==> src/design/rda_pkg.sv <==
// ----------------------------------------------------------------------------
// rda_pkg: shared types and constants for the rain drop animator
// Item structs, command codes, register indexes and control/status bundles.
// ----------------------------------------------------------------------------
package rda_pkg;

  localparam int STRIPS_DEF = 8;
  localparam int SLOTS_DEF  = 3;

  localparam int POS_W  = 10;
  localparam int CFG_W  = 10;
  localparam int CIDX_W = 1;

  localparam logic [CFG_W-1:0] THRESHOLD_RST = 10'd244;
  localparam logic [CFG_W-1:0] LEDS_RST      = 10'd60;
  localparam logic [2:0]       DROP_LEVEL    = 3'd2;

  localparam logic [CIDX_W-1:0] CFG_THRESHOLD = 1'd0;
  localparam logic [CIDX_W-1:0] CFG_LEDS      = 1'd1;

  typedef enum logic [1:0] {
    CMD_CLEAR = 2'd0,
    CMD_DRAW  = 2'd1,
    CMD_END   = 2'd2
  } cmd_code_t;

  typedef struct packed {
    logic [9:0] random_value;
    logic [2:0] random_strip;
  } in_item_t;

  typedef struct packed {
    cmd_code_t  command;
    logic [2:0] strip_index;
    logic [9:0] pixel_position;
    logic [2:0] brightness;
    logic       last;
  } out_item_t;

  typedef enum logic [1:0] {
    ST_IDLE,
    ST_VISIT,
    ST_DRAW,
    ST_END
  } state_t;

  // controller -> datapath
  typedef struct packed {
    logic spawn;
    logic idx_clr;
    logic idx_inc;
    logic emit_clear;
    logic emit_draw;
    logic emit_end;
    logic step_pos;
    logic retire;
  } rda_cmd_t;

  // datapath -> controller
  typedef struct packed {
    logic cur_valid;
    logic cur_moves;
    logic idx_last;
    logic out_free;
  } rda_sts_t;

endpackage

==> src/design/rda_ctrl.sv <==
// ----------------------------------------------------------------------------
// rda_ctrl: tick sequencer
// Accepts an item, then walks the drop table one slot at a time and closes
// the tick with the end marker.
// ----------------------------------------------------------------------------
module rda_ctrl (
  input  logic              clk,
  input  logic              rst_n,
  input  logic              in_valid,
  output logic              in_ready,
  input  rda_pkg::rda_sts_t sts,
  output rda_pkg::rda_cmd_t cmd
);

  rda_pkg::state_t state_r, state_nxt;

  always_ff @(posedge clk) begin
    if (!rst_n) begin
      state_r <= rda_pkg::ST_IDLE;
    end else begin
      state_r <= state_nxt;
    end
  end

  always_comb begin
    state_nxt = state_r;
    cmd       = '0;
    in_ready  = 1'b0;
    unique case (state_r)
      rda_pkg::ST_IDLE: begin
        in_ready = 1'b1;
        if (in_valid) begin
          cmd.spawn   = 1'b1;
          cmd.idx_clr = 1'b1;
          state_nxt   = rda_pkg::ST_VISIT;
        end
      end
      rda_pkg::ST_VISIT: begin
        if (!sts.cur_valid) begin
          cmd.idx_inc = 1'b1;
          if (sts.idx_last) state_nxt = rda_pkg::ST_END;
        end else if (sts.out_free) begin
          cmd.emit_clear = 1'b1;
          if (sts.cur_moves) begin
            state_nxt = rda_pkg::ST_DRAW;
          end else begin
            cmd.retire  = 1'b1;
            cmd.idx_inc = 1'b1;
            if (sts.idx_last) state_nxt = rda_pkg::ST_END;
          end
        end
      end
      rda_pkg::ST_DRAW: begin
        if (sts.out_free) begin
          cmd.emit_draw = 1'b1;
          cmd.step_pos  = 1'b1;
          cmd.idx_inc   = 1'b1;
          state_nxt     = sts.idx_last ? rda_pkg::ST_END : rda_pkg::ST_VISIT;
        end
      end
      rda_pkg::ST_END: begin
        if (sts.out_free) begin
          cmd.emit_end = 1'b1;
          state_nxt    = rda_pkg::ST_IDLE;
        end
      end
      default: state_nxt = rda_pkg::ST_IDLE;
    endcase
  end

endmodule

==> src/design/rda_dp.sv <==
// ----------------------------------------------------------------------------
// rda_dp: drop table, settings and result register
// Holds per-slot valid bits and positions, the scan counters and the
// registered result item.
// ----------------------------------------------------------------------------
module rda_dp #(
  parameter int STRIPS = rda_pkg::STRIPS_DEF,
  parameter int SLOTS  = rda_pkg::SLOTS_DEF
) (
  input  logic                          clk,
  input  logic                          rst_n,
  input  logic                          cfg_we,
  input  logic [rda_pkg::CIDX_W-1:0]    cfg_index,
  input  logic [rda_pkg::CFG_W-1:0]     cfg_wdata,
  input  rda_pkg::in_item_t             in_data,
  input  rda_pkg::rda_cmd_t             cmd,
  output rda_pkg::rda_sts_t             sts,
  output logic                          out_valid,
  input  logic                          out_ready,
  output rda_pkg::out_item_t            out_data
);

  localparam int SW = (STRIPS > 1) ? $clog2(STRIPS) : 1;
  localparam int LW = (SLOTS > 1) ? $clog2(SLOTS) : 1;
  localparam logic [SW-1:0] STRIP_MAX = SW'(STRIPS - 1);
  localparam logic [LW-1:0] SLOT_MAX  = LW'(SLOTS - 1);

  logic [rda_pkg::CFG_W-1:0] thr_r, leds_r;
  logic                      valid_r [STRIPS][SLOTS];
  logic [rda_pkg::POS_W-1:0] pos_r   [STRIPS][SLOTS];
  logic [SW-1:0]             strip_r;
  logic [LW-1:0]             slot_r;
  logic                      out_valid_r;
  rda_pkg::out_item_t        out_data_r;

  logic                      spawn_ok;
  logic [SW-1:0]             sp_strip;
  logic [LW-1:0]             sp_slot;
  logic                      sp_found;
  logic [rda_pkg::POS_W-1:0] cur_pos;
  logic [rda_pkg::POS_W:0]   cur_inc;

  // settings
  always_ff @(posedge clk) begin
    if (!rst_n) begin
      thr_r  <= rda_pkg::THRESHOLD_RST;
      leds_r <= rda_pkg::LEDS_RST;
    end else if (cfg_we) begin
      unique case (cfg_index)
        rda_pkg::CFG_THRESHOLD: thr_r  <= cfg_wdata;
        rda_pkg::CFG_LEDS:      leds_r <= cfg_wdata;
        default: ;
      endcase
    end
  end

  // first free slot of the requested strip
  always_comb begin
    sp_strip = in_data.random_strip[SW-1:0];
    sp_found = 1'b0;
    sp_slot  = '0;
    for (int i = 0; i < SLOTS; i++) begin
      if (!sp_found && !valid_r[sp_strip][i]) begin
        sp_found = 1'b1;
        sp_slot  = LW'(i);
      end
    end
    spawn_ok = (in_data.random_value < thr_r) &&
               (32'(in_data.random_strip) < STRIPS) && sp_found;
  end

  assign cur_pos = pos_r[strip_r][slot_r];
  assign cur_inc = {1'b0, cur_pos} + 11'd1;

  always_comb begin
    sts.cur_valid = valid_r[strip_r][slot_r];
    sts.cur_moves = cur_inc < {1'b0, leds_r};
    sts.idx_last  = (strip_r == STRIP_MAX) && (slot_r == SLOT_MAX);
    sts.out_free  = !out_valid_r || out_ready;
  end

  // drop table
  always_ff @(posedge clk) begin
    if (!rst_n) begin
      for (int s = 0; s < STRIPS; s++) begin
        for (int i = 0; i < SLOTS; i++) valid_r[s][i] <= 1'b0;
      end
    end else begin
      if (cmd.spawn && spawn_ok) begin
        valid_r[sp_strip][sp_slot] <= 1'b1;
      end
      if (cmd.retire) begin
        valid_r[strip_r][slot_r] <= 1'b0;
      end
    end
  end

  always_ff @(posedge clk) begin
    if (cmd.spawn && spawn_ok) begin
      pos_r[sp_strip][sp_slot] <= '0;
    end
    if (cmd.step_pos) begin
      pos_r[strip_r][slot_r] <= cur_inc[rda_pkg::POS_W-1:0];
    end
  end

  // scan counters, slot inner
  always_ff @(posedge clk) begin
    if (!rst_n) begin
      strip_r <= '0;
      slot_r  <= '0;
    end else if (cmd.idx_clr) begin
      strip_r <= '0;
      slot_r  <= '0;
    end else if (cmd.idx_inc) begin
      if (slot_r == SLOT_MAX) begin
        slot_r  <= '0;
        strip_r <= (strip_r == STRIP_MAX) ? '0 : strip_r + SW'(1);
      end else begin
        slot_r <= slot_r + LW'(1);
      end
    end
  end

  // result register
  always_ff @(posedge clk) begin
    if (!rst_n) begin
      out_valid_r <= 1'b0;
    end else if (cmd.emit_clear || cmd.emit_draw || cmd.emit_end) begin
      out_valid_r <= 1'b1;
    end else if (out_ready) begin
      out_valid_r <= 1'b0;
    end
  end

  always_ff @(posedge clk) begin
    if (cmd.emit_clear) begin
      out_data_r.command        <= rda_pkg::CMD_CLEAR;
      out_data_r.strip_index    <= 3'(strip_r);
      out_data_r.pixel_position <= cur_pos;
      out_data_r.brightness     <= '0;
      out_data_r.last           <= 1'b0;
    end else if (cmd.emit_draw) begin
      out_data_r.command        <= rda_pkg::CMD_DRAW;
      out_data_r.strip_index    <= 3'(strip_r);
      out_data_r.pixel_position <= cur_inc[rda_pkg::POS_W-1:0];
      out_data_r.brightness     <= rda_pkg::DROP_LEVEL;
      out_data_r.last           <= 1'b0;
    end else if (cmd.emit_end) begin
      out_data_r.command        <= rda_pkg::CMD_END;
      out_data_r.strip_index    <= '0;
      out_data_r.pixel_position <= '0;
      out_data_r.brightness     <= '0;
      out_data_r.last           <= 1'b1;
    end
  end

  assign out_valid = out_valid_r;
  assign out_data  = out_data_r;

endmodule

==> src/design/rain_drop_animator.sv <==
// A tick's first result is registered from the visit state that follows the accept at best;
//   when the table is empty, every slot is visited and only the end marker goes.
// The sequencer visits one table slot a cycle, waiting for a free result register before
//   each command, adds a draw state per drop that moves and takes no new item until the end marker goes.
// Output back-pressure adds its own wait cycles; one result is held in a register.
// Reset (rst_n, synchronous): all slots empty, threshold 244, 60 LEDs per strip.
// ----------------------------------------------------------------------------
// rain_drop_animator: per-tick rain drop spawner and stepper
// Spawns at most one drop per tick and emits a clear for every active drop and
// a draw for each one that moves on, then an end-of-tick marker.
// ----------------------------------------------------------------------------
module rain_drop_animator #(
  parameter int STRIPS = rda_pkg::STRIPS_DEF,
  parameter int SLOTS  = rda_pkg::SLOTS_DEF
) (
  input  logic                       clk,
  input  logic                       rst_n,
  // settings
  input  logic                       cfg_we,
  input  logic [rda_pkg::CIDX_W-1:0] cfg_index,
  input  logic [rda_pkg::CFG_W-1:0]  cfg_wdata,
  // tick items in
  input  logic                       in_valid,
  output logic                       in_ready,
  input  rda_pkg::in_item_t          in_data,
  // command items out
  output logic                       out_valid,
  input  logic                       out_ready,
  output rda_pkg::out_item_t         out_data
);

  // Controller owns sequencing only; the table, scan counters and the
  // result register sit in the datapath.
  rda_pkg::rda_cmd_t cmd;
  rda_pkg::rda_sts_t sts;

  rda_ctrl u_ctrl (
    .clk      (clk),
    .rst_n    (rst_n),
    .in_valid (in_valid),
    .in_ready (in_ready),
    .sts      (sts),
    .cmd      (cmd)
  );

  // The spawn is applied in the accept cycle, so a fresh drop is stepped in
  // the same tick (cleared at 0, then drawn at 1 or retired).
  rda_dp #(
    .STRIPS (STRIPS),
    .SLOTS  (SLOTS)
  ) u_dp (
    .clk       (clk),
    .rst_n     (rst_n),
    .cfg_we    (cfg_we),
    .cfg_index (cfg_index),
    .cfg_wdata (cfg_wdata),
    .in_data   (in_data),
    .cmd       (cmd),
    .sts       (sts),
    .out_valid (out_valid),
    .out_ready (out_ready),
    .out_data  (out_data)
  );

endmodule

==> config.mk <==
export PLATFORM = sky130hd
export DESIGN_NAME = rain_drop_animator
export DESIGN_NICKNAME = d
export VERILOG_FILES = /design/src/design/rda_pkg.sv /design/src/design/rda_ctrl.sv /design/src/design/rda_dp.sv /design/src/design/rain_drop_animator.sv
export SDC_FILE = /design/constraint.sdc
export NUM_CORES = 1
export LEC_CHECK = 0
export BUFFER_PORTS_ARGS = -buffer_cell sky130_fd_sc_hd__buf_4
export CORE_MARGIN = 2
export CORE_UTILIZATION = 35
export CTS_CLUSTER_DIAMETER = 120
export DETAILED_ROUTE_END_ITERATION = 12
export PLACE_DENSITY = 0.51
export SLEW_MARGIN = 20
export SYNTH_ARGS = -nofsm -noshare
export SYNTH_HDL_FRONTEND = slang
export SYNTH_SLANG_ARGS = --single-unit
==> constraint.sdc <==
create_clock -name clk -period 5.92 [get_ports clk]
set_input_delay 1.48 -clock clk [delete_from_list [all_inputs] [get_ports clk]]
set_output_delay 1.48 -clock clk [all_outputs]
set_load 0.05 [all_outputs]
* Word-level counts from Yosys, hierarchy flattened
Memory sizes are Yosys's and may differ from the RTL's. A register that Yosys moved wholly into a read port is not among the register bits.
Index checks and enable logic that the tools add are counted.
** Word-level totals
- Memories :: 2
- Bits in writable memories :: 264
- Bits in registers :: 44
- Input port bits :: 29
- Output and inout bits :: 21
- Logic and storage cells :: 135
** Operators by class
- Reduce and logical (&&, ||, !) cells :: 27
- $add $sub $neg :: 3
- Magnitude comparators :: 6
- Multiplexer cells :: 73
- Equality and inequality tests :: 9
- Bitwise operators :: 4
** Memories
- u_dp.pos_r :: depth 8, bits a word 30, rd ports 1, clocked after Yosys merged registers in 1, write ports 1, RTL line rda_dp.sv:30 : logic [rda_pkg::POS_W-1:0] pos_r [STRIPS][SLOTS];
- u_dp.valid_r :: depth 8, bits a word 3, rd ports 2, clocked after Yosys merged registers in 1, write ports 8, RTL line rda_dp.sv:29 : logic valid_r [STRIPS][SLOTS];
** Operators by type and width (count)
- 30-bit 2-to-1 mux :: 4
- 3-bit 2-to-1 mux :: 14
- 10-bit demux with 2-bit select :: 2
- 10-bit 2-to-1 mux :: 4
- 18-bit 2-to-1 mux :: 2
- 30-bit OR reduction :: 1
- 1-bit 2-to-1 mux :: 27
- 2-bit 2-to-1 mux :: 13
- 10-bit binary-select mux with 2-bit select :: 1
- 17-bit 2-to-1 mux :: 1
- 10-bit by 1-bit adder with 11-bit output, second input constant :: 1
- 11-bit by 10-bit < comparator with 1-bit output :: 1
- 10-bit < comparator :: 1
- 2-bit one-hot mux with 4 select lines :: 1
- 1-bit logical AND :: 7
- 2-bit equality test, second input constant :: 3
- 3-bit greater-or-equal comparator, second input constant :: 2
- 3-bit by 1-bit < comparator with 1-bit output, second input constant :: 2
- 2-bit != test, second input constant :: 3
- 2-bit NOT with 3-bit output :: 2
- 2-bit AND reduction :: 3
- 3-bit OR reduction :: 2
- 1-bit demux with 2-bit select :: 2
- 1-bit logical NOT :: 4
- 14 further kinds :: 19

* Depth between registers and ports, before layout
An unclocked memory read counts as a cell.
- Depth in word-level cells :: 16
- Mapped depth :: 26
- Gate-level depth less buffers :: 21

* Hierarchy
Synthesis repeated with hierarchy kept, for this count alone.
** Unflattened totals
- Cells, all modules :: 1250
- Area, all modules :: 15290.9 µm²
** Modules (own cells, without submodules)
- rda_dp :: times used 1, area each 15029.4 µm², seq. area each 8698.3 µm², cells an instance 1217
- rda_ctrl :: times used 1, area each 261.5 µm², seq. area each 40.0 µm², cells an instance 33

* Least setup slack after synthesis
OpenSTA, ideal clock, no wires.
- Path kind :: reg-to-reg
- From :: register (tool-made name)
- To :: memory u_dp.valid_r[4][1] (netlist name), enable pin
- Data required time :: 5.618 ns
- Path buffers :: 4
- Path slack :: 1.024 ns
- Arrival :: 4.594 ns
- Library setup time :: 0.302 ns
- Period minus slack after synthesis :: 4.896 ns
- Stages on the path, launching flop included :: 26
- Path through :: dfxtp_1 -> buf_6 -> buf_8 -> buf_6 -> mux4_2 -> mux2_2 -> nand2_1 -> o221ai_1 -> ha_1 -> o211a_1 -> nand4_1 -> nand3_1 -> nand4_1 -> xnor2_1 -> inv_1 -> ha_1 -> and4_1 -> nand3_1 -> nor2_1 -> and4b_1 -> nor3_1 -> o21ai_2 -> nand3_2 -> buf_8 -> mux2_1 -> o21ai_1
** RTL lines (RTL line)
- end: declaration :: rda_dp.sv:29

==> key figures <==
Synthesis
  • Unique cell type count in the Yosys netlist: 69
  • Count leader, synth: edfxtp_1
  • FF+latch count, synth: 310
  • Number of synthesized flops with an enable pin: 276
  • Mean Syn Cell Area: 14.6 sq um
  • Post-synth top area cell: edfxtp_1
  • Top post-synthesis cells by area: edfxtp_1 60%, mux4_2 8.1%, dfxtp_1 4.9%
  • Synth top area share: 59.9%
  • Synth cell count leaders: 276 x edfxtp_1, 82 x nor2_1, 75 x nand2_1, 55 x mux2i_1, 50 x mux4_2
  • Ys Warns: 0
  • Primary FF master, synth: edfxtp_1
  • Sequential share of the synthesized area: 64.8%
  • Post-synth ARST share: 0%
  • Post-Syn Area: 13,800 sq um
  • Post-Synthesis Cells: 950

Global route
  • Initial antenna violation count: 0
  • First-pass GRT wire length: 53,500 microns
  • Largest net degree at the start of global routing: 43
  • GRT Util Overall: 17.5%
  • Vias in the first global route: 8,304
  • Met3 usage: 2.78%
  • GR Overflow Total: 0
  • Met2 GRT Util: 27.2%
  • Met1 usage: 25.0%
  • GRT Max-Usage Layer: met2

Route
  • Number of routed nets with antenna violations: 0
  • Drt via density: 5.28
  • Remaining DRCs: 0
  • Drt total wl: 36,200 microns
  • DRT iter0 DRCs: 733
  • Vias: 8,373
  • DR WL/cell: 22.8 microns
  • DR pass1 iterations: 5

STA
  • Worst Clk Skew: 19.7 ps
  • Peak Freq: 184 MHz
  • Period utilization: 91.8%
  • Relative slew slack: 28.8%
  • Final setup fails: 0
  • Fin. Hold Viols: 0
  • Hold_ws: 454 ps
  • Final Max Slew Viols: 0
  • Min Tclk post-route: 5440 ps
  • RSZ-0062 raised after global routing: false
  • Final TNS setup: 0 ps
  • Worst Max-Slew Pin Slew: 1070 ps

Critical path
  • CP Capture Type: register
  • Worst EP required: 6160 ps
  • Slowest cell on crit path: nor2b_1
  • Critical Path Max Stage Delay: 610 ps
  • Setup crit start kind: register
  • Crit-path cells: nor2b_1 -> a22oi_1 -> and3_1 -> nand3b_1 -> ha_1 -> o211a_1 -> nand4_1 -> and3_1 -> nor2_1 -> nand2_1 -> xor2_1 -> ha_1 -> o21a_1 -> o21ai_0 -> nor2_1 -> and4b_1 -> nor3_1 -> buf_4 -> o21a_1 -> o211ai_2 -> o21a_1 -> o21ai_1
  • Critical Path Fanout Max: 11
  • Cell mode on critical path: o21a_1
  • Worst Path Arrival: 5670 ps
  • Worst Path Class, Setup: register to register

Pwr
  • P_leak: 5.79 nW
  • Sw power: 0.00103 W
  • Cell Pwr Density: 295 nW/um^2
  • Sequential share of power: 49.9%
  • Logic pwr share: 4.2%
  • Peak supply drop: 0.234 mV
  • Pint: 0.00376 W
  • Clock power share: 45.9%
  • Sw Ratio: 21.4%

Clock tree
  • Clock sink total: 310
  • TritonCTS Buffers: 35
  • H-tree depth: 2
  • Clk pin slew, worst setup/hold paths: 60 ps
  • Hold_buf cts: 0
  • CTS tree: built
  • Skew-Pair Late Insertion Delay: 540 ps
  • Root Driver: clkbuf_16
  • CTS Buffer Depth: 3

Placed design
  • PortBufs: 47
  • Dpl cells: 1,519
  • DP HPWL: 24,100 microns
  • Final GP Congestion: 0.824

Floorplan
  • Die W: 203 microns
  • Die Span Y: 203 microns
  • Die area: 41,200 sq um
  • Site Rows: 72
  • Starting Density: 35.7%
  • Io pins: 50
  • Core area: 38,800 sq um

Finish
  • Layout cell share with drive strength beyond 1: 22.4%
  • Area grow syn2layout: 17.0%
  • Number of inserted diodes: 0
  • Final nets: 1,097
  • Non-Filler Instances: 1,587

Flow run
  • Max Cap Viol: 0

Outcome
  • Status: finished, final reports clean

Min path
  • Min-Delay Path Class: register to register
==> path summary, 6_finish.rpt <==
| check | startpoint | end | slack (ps) | cells past startpoint |
|---|---|---|---|---|
| worst min-delay path | u_dp.thr_r[8] | u_dp.thr_r[8] | 450 | 2 |
| worst min register to register | u_dp.thr_r[8] | u_dp.thr_r[8] | 450 | 2 |
| worst max-delay path | register | u_dp.valid_r[2][2] | 480 | 22 |
| worst max register to register | register | u_dp.valid_r[2][2] | 480 | 22 |
==> critical path, delay by kind of cell (launching register included) <==
family	cells	cell delay [ps]
compound gates	8	1610
xor+xnor	1	250
fa+ha+maj	2	570
buf+inv	1	170
flops	1	480
simple gates	10	2050
==> cells in the final DEF (no fill, tap or decap), drive strengths merged, types with 3 or more instances in the layout <==
cell type,synthesis,layout
edfxtp,276,276
o31ai,3,3
a221oi,5,5
nand2,75,75
o211a,3,3
o2111ai,5,5
nor4,3,3
clkbuf,23,44
buf,27,105
dfxtp,34,34
and3,3,3
mux4,50,50
xnor2,5,5
a211oi,4,4
nor2,82,82
o21ai,49,49
a31oi,7,7
a22oi,17,17
nand3b,4,4
nand4,3,3
o221ai,3,3
nor3b,3,3
mux2i,59,59
inv,30,33
o211ai,18,18
clkinv,0,13
and2,13,13
a21oi,28,28
ha,25,25
nand3,21,21
bufinv,0,3
nor2b,15,15
o21a,8,8
nor3,7,7
nand2b,10,10
mux2,9,9
==> final cells by class <==
class,count,area (sq um)
fillers,3553,22600
clock buffers,44,972
well taps,518,648
inverters,30,113
clock inverters,19,201
flip-flops and latches,310,8980
repair buffers,105,837
multi-input cells,561,4460
==> cells by family after synthesis <==
logic type	count (synthesis)	share of synthesized area (%)
buffers and inverters	80	3.06
other	1	0.0271
AO/OA/AOI/OAI	162	7.81
AND/OR/NAND/NOR	247	8.38
XOR/XNOR	7	0.443
multiplexers	118	13.2
flip-flops	310	64.8
adder cells (fa/ha/maj)	25	2.26
==> power by group through the flow <==
stage	combinational, W	clock (W)	sequential [W]
after floorplan	0.000118	0	0.00245
after global placement	0.000201	0	0.00243
after detailed placement	0.000202	0	0.00243
after CTS	0.000203	0.00223	0.00239
after global routing	0.000220	0.00233	0.00239
final	0.000201	0.00219	0.00239
==> state kept, by name, indices dropped and copies added, names as in the netlist, named ones only <==
register,count
u_dp.leds_r,10
u_dp.slot_r,2
u_ctrl.state_r,2
u_dp.strip_r,3
u_dp.valid_r,24
u_dp.out_data,15
u_dp.pos_r,240
u_dp.out_valid,1
u_dp.thr_r,10
==> per-layer routing <==
layer	part of all wire [%]	wire length [microns]
met1	46	16600
met2	45	16300
met3	5.9	2130
met4	3.3	1200
met5	0	0
==> timing repair <==
action                                  in CTS  in global routing
endpoints found under the setup margin       0                 40
setup buffers                                0                  5
resized for setup                            0                  1
==> per-stage QoR <==
step	setup slack, ps	utilization [%]	instance area, sq um	power [W]
after CTS	219	41.5	16100	0.00482
final	484	41.7	16200	0.00478
after global routing	27.5	41.7	16200	0.00494
after floorplan	1020	-	13800	0.00256
after detailed placement	258	38.5	15000	0.00264
after global placement	294	38.5	15000	0.00263
Note: power is estimated with default switching activity, not from simulation.
